## config.mk

```make
export PLATFORM = sky130hd
export DESIGN_NAME = two_class_fifo_oldest_first_unit
export DESIGN_NICKNAME = d
export VERILOG_FILES = /design/src/design/tcfo_pkg.sv /design/src/design/two_class_fifo_oldest_first_unit.sv
export SDC_FILE = /design/constraint.sdc
export NUM_CORES = 1
export LEC_CHECK = 0
export BUFFER_PORTS_ARGS = -buffer_cell sky130_fd_sc_hd__buf_2
export CORE_MARGIN = 10
export CORE_UTILIZATION = 45
export DETAILED_ROUTE_END_ITERATION = 16
export PLACE_DENSITY = 0.57
export SYNTH_ARGS = -nofsm -noshare
export SYNTH_HDL_FRONTEND = slang
export SYNTH_SLANG_ARGS = --single-unit
```

## constraint.sdc

```tcl
create_clock -name clk -period 8.85 [get_ports clk]
set_clock_uncertainty 0.15 [all_clocks]
set_input_delay 0 -clock clk [delete_from_list [all_inputs] [get_ports clk]]
set_output_delay 0 -clock clk [all_outputs]
set_load 0.005 [all_outputs]
```

## src/design/tcfo_pkg.sv

```systemverilog
// Shared constants of the two-class oldest-first queue unit: command and status codes
// and the stamp width. No dependencies.
package tcfo_pkg;

  localparam int STAMP_BITS = 6;

  localparam logic [2:0] CMD_ENQ0    = 3'd0;
  localparam logic [2:0] CMD_ENQ1    = 3'd1;
  localparam logic [2:0] CMD_DEQ0    = 3'd2;
  localparam logic [2:0] CMD_DEQ1    = 3'd3;
  localparam logic [2:0] CMD_DEQ_ANY = 3'd4;

  localparam logic [2:0] ST_ENQ        = 3'd0;
  localparam logic [2:0] ST_DEQ        = 3'd1;
  localparam logic [2:0] ST_EMPTY0     = 3'd2;
  localparam logic [2:0] ST_EMPTY1     = 3'd3;
  localparam logic [2:0] ST_EMPTY_BOTH = 3'd4;
  localparam logic [2:0] ST_FULL       = 3'd5;

endpackage

```

## src/design/two_class_fifo_oldest_first_unit.sv

```systemverilog
// Top level of the two-class oldest-first queue unit: two FIFOs sharing an arrival stamp.
// Depends on tcfo_pkg.
//
// Usage:
// The command channel (in_valid, in_ready, command, item_tag) carries one command per
// transfer: enqueue into class 0 or class 1, dequeue from class 0 or class 1, or dequeue
// the older head of the two classes. Each command yields exactly one result on the
// result channel (out_valid, out_ready, status, out_tag, out_class).
// The result is registered and valid in the cycle after the command transfer. Throughput
// is one command per cycle while results are taken, set by the single result register;
// each FIFO memory has one write port and one registered read port that tracks its head.
// Enqueue into a full class is refused with the full status; dequeue from an empty
// class reports the matching empty status. Stamps are 6 bits and wrap; age is decided
// by their modular difference.
// Reset clears heads, tails, counts, the arrival counter and the result valid flag;
// memory contents are left as they are and no clearing pass is needed.
// When the receiver stalls, the result register holds and in_ready drops, so at most
// one result is ever waiting; a new command is taken in the cycle the result leaves.
module two_class_fifo_oldest_first_unit #(
  parameter int QUEUE_DEPTH = 16,
  parameter int TAG_BITS    = 16
) (
  input  logic                clk,
  input  logic                rst,
  input  logic                in_valid,
  output logic                in_ready,
  input  logic [2:0]          command,
  input  logic [TAG_BITS-1:0] item_tag,
  output logic                out_valid,
  input  logic                out_ready,
  output logic [2:0]          status,
  output logic [TAG_BITS-1:0] out_tag,
  output logic                out_class
);
  import tcfo_pkg::*;

  localparam int PTR_W   = $clog2(QUEUE_DEPTH);
  localparam int CNT_W   = $clog2(QUEUE_DEPTH + 1);
  localparam int ENTRY_W = TAG_BITS + STAMP_BITS;
  localparam logic [PTR_W-1:0] LAST_PTR  = PTR_W'(QUEUE_DEPTH - 1);
  localparam logic [CNT_W-1:0] FULL_CNT  = CNT_W'(QUEUE_DEPTH);

  function automatic logic [PTR_W-1:0] bump(input logic [PTR_W-1:0] p);
    bump = (p == LAST_PTR) ? '0 : p + PTR_W'(1);
  endfunction

  logic [ENTRY_W-1:0] mem0 [QUEUE_DEPTH];
  logic [ENTRY_W-1:0] mem1 [QUEUE_DEPTH];

  logic [PTR_W-1:0] head0, tail0, head1, tail1;
  logic [PTR_W-1:0] head0_next, tail0_next, head1_next, tail1_next;
  logic [CNT_W-1:0] count0, count1, count0_next, count1_next;
  logic [STAMP_BITS-1:0] counter, counter_next;
  logic [ENTRY_W-1:0] head_entry0, head_entry1, wr_entry;

  logic accept;
  logic enq0, enq1, deq0, deq1;
  logic do_enq0, do_enq1, do_deq0, do_deq1;
  logic [STAMP_BITS-1:0] stamp_diff;
  logic pick0;
  logic [2:0] res_status;
  logic [TAG_BITS-1:0] res_tag;
  logic res_class;

  assign in_ready = !out_valid || out_ready;
  assign accept   = in_valid && in_ready;
  assign wr_entry = {item_tag, counter};

  assign stamp_diff = head_entry1[STAMP_BITS-1:0] - head_entry0[STAMP_BITS-1:0];
  assign pick0 = (stamp_diff != '0) && !stamp_diff[STAMP_BITS-1];

  always_comb begin
    enq0       = 1'b0;
    enq1       = 1'b0;
    deq0       = 1'b0;
    deq1       = 1'b0;
    res_status = ST_FULL;
    res_tag    = '0;
    res_class  = 1'b0;
    case (command)
      CMD_ENQ0: begin
        if (count0 != FULL_CNT) begin
          enq0       = 1'b1;
          res_status = ST_ENQ;
        end
      end
      CMD_ENQ1: begin
        if (count1 != FULL_CNT) begin
          enq1       = 1'b1;
          res_status = ST_ENQ;
        end
      end
      CMD_DEQ0: begin
        if (count0 == '0) res_status = ST_EMPTY0;
        else deq0 = 1'b1;
      end
      CMD_DEQ1: begin
        if (count1 == '0) res_status = ST_EMPTY1;
        else deq1 = 1'b1;
      end
      CMD_DEQ_ANY: begin
        if (count0 == '0 && count1 == '0) res_status = ST_EMPTY_BOTH;
        else if (count1 == '0) deq0 = 1'b1;
        else if (count0 == '0) deq1 = 1'b1;
        else if (pick0) deq0 = 1'b1;
        else deq1 = 1'b1;
      end
      default: begin
        res_status = ST_FULL;
      end
    endcase
    if (deq0) begin
      res_status = ST_DEQ;
      res_tag    = head_entry0[ENTRY_W-1:STAMP_BITS];
    end else if (deq1) begin
      res_status = ST_DEQ;
      res_tag    = head_entry1[ENTRY_W-1:STAMP_BITS];
      res_class  = 1'b1;
    end
  end

  assign do_enq0 = accept && enq0;
  assign do_enq1 = accept && enq1;
  assign do_deq0 = accept && deq0;
  assign do_deq1 = accept && deq1;

  always_comb begin
    head0_next   = do_deq0 ? bump(head0) : head0;
    head1_next   = do_deq1 ? bump(head1) : head1;
    tail0_next   = do_enq0 ? bump(tail0) : tail0;
    tail1_next   = do_enq1 ? bump(tail1) : tail1;
    count0_next  = count0;
    count1_next  = count1;
    if (do_enq0) count0_next = count0 + CNT_W'(1);
    else if (do_deq0) count0_next = count0 - CNT_W'(1);
    if (do_enq1) count1_next = count1 + CNT_W'(1);
    else if (do_deq1) count1_next = count1 - CNT_W'(1);
    counter_next = (do_enq0 || do_enq1) ? counter + STAMP_BITS'(1) : counter;
  end

  always_ff @(posedge clk) begin
    if (rst) begin
      head0   <= '0;
      tail0   <= '0;
      count0  <= '0;
      head1   <= '0;
      tail1   <= '0;
      count1  <= '0;
      counter <= '0;
    end else begin
      head0   <= head0_next;
      tail0   <= tail0_next;
      count0  <= count0_next;
      head1   <= head1_next;
      tail1   <= tail1_next;
      count1  <= count1_next;
      counter <= counter_next;
    end
  end

  // The head entry register follows the next head, with the write forwarded when an
  // enqueue lands on that very slot.
  always_ff @(posedge clk) begin
    if (do_enq0) mem0[tail0] <= wr_entry;
    if (do_enq0 && tail0 == head0_next) head_entry0 <= wr_entry;
    else head_entry0 <= mem0[head0_next];
  end

  always_ff @(posedge clk) begin
    if (do_enq1) mem1[tail1] <= wr_entry;
    if (do_enq1 && tail1 == head1_next) head_entry1 <= wr_entry;
    else head_entry1 <= mem1[head1_next];
  end

  always_ff @(posedge clk) begin
    if (rst) begin
      out_valid <= 1'b0;
    end else if (accept) begin
      out_valid <= 1'b1;
    end else if (out_ready) begin
      out_valid <= 1'b0;
    end
  end

  always_ff @(posedge clk) begin
    if (accept) begin
      status    <= res_status;
      out_tag   <= res_tag;
      out_class <= res_class;
    end
  end

endmodule

```

Yosys cells after proc, flatten, opt, wreduce, memory -nomap -nowiden
Memories as Yosys holds them, arrays and structs flattened. A register that Yosys moved wholly into a read port is not among the register bits.
Cells that the tools add are included.
{"block": "word_totals", "ramBits": 704, "register_bits": 53, "out_inout_bits": 22, "latchBits": 0, "mem_bits_ro": 0, "n_memories": 2}
{"block": "op_classes", "add_sub_neg": 10, "n_div": 0, "multipliers": 0, "n_shift": 0, "eq_ne": 10, "magnitude_cmp": 0, "bitwise_logic": 0, "muxes": 41, "reduce_logical": 19}
{"memory": "mem0", "depth": 16, "word_bits": 22, "rd": 1, "rd_ports_with_merged_regs": 1, "wr": 1, "line_no": "two_class_fifo_oldest_first_unit.sv:47", "rtl": "logic [ENTRY_W-1:0] mem0 [QUEUE_DEPTH];"}
{"memory": "mem1", "depth": 16, "word_bits": 22, "rd": 1, "rd_ports_with_merged_regs": 1, "wr": 1, "line_no": "two_class_fifo_oldest_first_unit.sv:48", "rtl": "logic [ENTRY_W-1:0] mem1 [QUEUE_DEPTH];"}
{"op": "$mux 16", "n": 2}
{"op": "$mux 4", "n": 6}
{"op": "$mux 1", "n": 22}
{"op": "$mux 5", "n": 4}
{"op": "$add 4x1->4 const B", "n": 4}
{"op": "$eq 4x4->1 const B", "n": 4}
{"op": "$pmux 3 s5", "n": 1}
{"op": "$mux 3", "n": 4}
{"op": "$add 5x1->5 const B", "n": 2}
{"op": "$logic_not 5->1", "n": 2}
{"op": "$ne 5x5->1 const B", "n": 2}
{"op": "$sub 5x1->5 const B", "n": 2}
{"op": "$logic_and 1x1->1", "n": 7}
{"op": "$add 6x1->6 const B", "n": 1}
{"op": "$eq 3x2->1 const B", "n": 2}
{"op": "$reduce_bool 2->1", "n": 3}
{"op": "$reduce_bool 6->1", "n": 1}
{"op": "$sub 6x6->6", "n": 1}
{"op": "$pmux 1 s2", "n": 2}
{"op": "$eq 3x1->1 const B", "n": 1}
{"op": "$eq 3x3->1 const B", "n": 1}
{"op": "$logic_not 3->1", "n": 1}
{"op": "$logic_not 1->1", "n": 2}
{"op": "$logic_or 1x1->1", "n": 2}
{"op": "$reduce_or 2->1", "n": 1}

Longest topological paths before layout
{"block": "depth", "ltp_word": 11, "ltp_mapped": 17, "mapped_depth_nobuf": 13}

Least setup slack after synthesis
OpenSTA, ideal clock, no wires.
{"block": "synth_timing", "path_kind": "register to register", "from": "register with a tool-made name", "to": "register out_tag[10], data pin", "t_arrival_ps": 4784, "path_slack_ps": 3659, "setup_time_ps": 257, "required_time_ps": 8443, "path_stages_with_launch": 17, "cell_sequence": "dfxtp_1 -> buf_2 -> buf_1 -> buf_1 -> mux4_2 -> mux4_2 -> ha_1 -> fa_1 -> inv_1 -> a21o_1 -> a21oi_1 -> xnor2_1 -> o41ai_2 -> nor2_1 -> a21oi_1 -> buf_2 -> o2bb2ai_1"}
{"item": "end signal: assignment", "line_no": "two_class_fifo_oldest_first_unit.sv:188", "rtl": "out_tag <= res_tag;"}
{"item": "end: declaration", "line_no": "two_class_fifo_oldest_first_unit.sv:32", "rtl": "output logic [TAG_BITS-1:0] out_tag,"}

==> impl_metrics.ini <==
[routing]
routedWlPerCell_um = 27.2
ant_nets = 0
avgViaCountPerCell = 5.80
wirelength_um = 65900
vias = 14100
drt_iter0_drc = 1209
firstDrtPassIters = 5
drc_errors = 0

[synthesis]
synth_mux_area_frac = 0.170
async_reset_ff_frac = 0
yosys.area_share.simple = 0.0234
ys_seq_area_frac = 0.757
synth-main-ff-cell = edfxtp_1
synth_area_leaders = edfxtp_1 73%, mux4_2 16%, dfxtp_1 2.8%, ha_1 0.92%, nor2_1 0.72%
ys_types = 56
yosysMostFrequentCell = edfxtp_1
ys.warnings.count = 0
yosys.area.top_type = edfxtp_1
synth_edf_count = 724
synth_top_family_by_area = multiplexers
synth_area_um2 = 29800
synth_compound_area_frac = 0.0201
synthesis.nets = 1415
synthXorXnorAreaFrac = 0.00554
synth_adder_area_share = 0.0112
synth_seq_cells = 765
netlist.area_leader.share = 0.729
synth.top_cells.by_count = 724 x edfxtp_1, 218 x mux4_2, 57 x nor2_1, 41 x dfxtp_1, 37 x clkbuf_1
synthCells = 1367
synth.avg_cell_area_um2 = 21.8

[cts]
clock_latency_ns = 0.62
clk_pin_slew_worst_paths_ns = 0.06
clockRootBuffer = clkbuf_16
numCtsBuffers = 81
clockBufferDepth = 3
cts_tree = yes
clock_sinks = 765
post-cts-setup-buffers = 0
h-tree-depth = 3

[setup_path]
required_ns = 9.01
crit_slowest_cell = dfxtp_4
cpMostUsedCell = mux4_2
cpPeakStageDelay_ns = 0.97
r2r_cells = 12
cp_max_fo = 44
regToRegSetupSlack_ns = 3.45
cp-start-kind = flip-flop
path_cells = mux4_2 -> mux4_2 -> ha_1 -> fa_1 -> inv_1 -> a21o_1 -> a21oi_1 -> xnor2_1 -> o41ai_2 -> nor2_1 -> a21oi_2 -> o2bb2ai_1
end_kind = flip-flop
rr_endpoint = out_tag[0]
arrival_ns = 5.57
critical_path_class = reg -> reg

[grt]
grt.total_usage = 0.171
gr-usage-met3 = 0.0285
grt_util_met1 = 0.240
grt_antenna_before_repair = 1
grt_pass1_vias = 14400
busiest_layer = met2
grt_pass1_wl_um = 97900
grt-ovfl-total = 0
grt_max_degree = 64
gr-usage-met2 = 0.272

[layout]
insertedDiodeCount = 0
final_cell_area_um2 = 34000
fillers = 5105
drive_above_1_share = 0.296
syn_to_final_growth_pct = 14.0
nNetsFinal = 1547

[floorplanning]
die_w_um = 277
rows = 94
initial_core_util = 0.454
io_pins = 45
dieArea_um2 = 77000
core_area_um2 = 65700
die_h_um = 277

[placement]
hpwl_um = 34700
gp_congestion = 0.753
dpl_worst_slack_ns = 3.46
place_area_um2 = 31300
port_buffers = 44

[timing]
post-route-min-period_ns = 5.40
hold_ws_ns = 0.311
max_slew_margin = 0.210
setup_viol = 0
setup_tns_ns = 0
timing.final.crit_share = 0.610
rsz0062_at_grt = no
tightest_slew_ns = 1.18
fin_ws_ns = 3.45
hold_violations = 0
max_freq_ghz = 0.185
maxSlewViolCount = 0

[worst_hold_path]
min_from = item_tag[5]
holdPathEnd = mem0[9][11]
whs_path_depth = 2
hold_path.class = in -> reg

[power]
power_w = 0.00743
pwr_density_cell_nw_per_um2 = 219
total_leakage_power_nw = 10.6
ir_drop_uv = 148

[job]
drv_cap = 0

[outcome]
status = complete, no violations
[critical path: cells and delay by family (launching register included)]
kind                       cells  cell delay [ns]
AOI/OAI and AO/OA              5             1.81
xor gates and xnor gates       1             0.14
adders and majority gates      2             0.71
DFF                            1             0.97
muxes                          2             1.09
and+or+nand+nor                1             0.14
buffers and inverters          1             0.07
[state kept, by name (all words and copies together) (netlist names), named ones only]
name       flops
tail0          4
head1          4
status         3
count0         5
out_valid      1
mem1         352
count1         5
out_tag       16
mem0         352
tail1          4
counter        6
out_class      1
head0          4
[report_power, final]
group,total (W),internal [W],leakage (nW),switching [W]
logic,0.000301,0.000143,2.51,0.000158
registers,0.00401,0.00397,6.94,0.0000381
clock network,0.00312,0.00179,1.18,0.00133
total,0.00743,0.00591,10.6,0.00153
[layer usage]
layer,vias up,share of wire
met4,0,0.019
met5,-,0
met2,418,0.49
met3,92,0.057
met1,7575,0.44
li1,5974,-
[placed cells by master, fill, tap and decap left out, types with 15 or more instances in the layout]
master / netlist / routed
nor2_2: 0 / 24
mux4_2: 218 / 218
dlygate4sd3_1: 0 / 26
clkbuf_1: 37 / 24
nand2_1: 25 / 25
o2bb2ai_1: 16 / 16
inv_1: 35 / 35
dfxtp_1: 41 / 35
clkinv_1: 0 / 15
clkbuf_16: 0 / 83
buf_2: 6 / 44
a21oi_1: 27 / 26
buf_4: 0 / 42
nor2_1: 57 / 33
edfxtp_1: 724 / 724
ha_1: 22 / 22
[timing repair]
item / CTS / global route
hold endpoints to repair: 550 / 0
hold buffers: 26 / 0
resized for setup: 0 / 0
[stage by stage]
| stage | util | std cells |
|---|---|---|
| finish | 0.517 | 2423 |
| global route | 0.517 | 2423 |
| CTS | 0.517 | 2423 |
| detailed placement | 0.476 | 2254 |
| global placement | 0.476 | 2254 |
| floorplan | - | 1367 |
[cell type report]
cell class / instances / area (µm²) / area share
Timing Repair Buffer: 112 / 796 / 0.0234
Inverter: 37 / 139 / 0.00408
Tap cell: 864 / 1080 / 0.0318
Multi-Input combinational cell: 502 / 6990 / 0.205
Sequential cell: 765 / 22600 / 0.664
Clock buffer: 109 / 2190 / 0.0645
Clock inverter: 34 / 223 / 0.00655
[cell families after synthesis]
logic type	after synthesis
simple gates	145
fa+ha+maj	25
buf+inv	100
xor+xnor	18
flops	765
compound gates	80
mux	234
[worst max path at each step]
stage,from,endpoint,slack (ns),cells after the start
after floorplan,flip-flop,out_tag[10],3.66,16
after global placement,flip-flop,out_tag[14],3.55,12
after detailed placement,flip-flop,out_tag[0],3.46,12
after CTS,flip-flop,out_tag[0],3.41,12
after global routing,flip-flop,out_tag[0],3.13,12
final,flip-flop,out_tag[0],3.45,12
(Power assumes the default switching activity.)
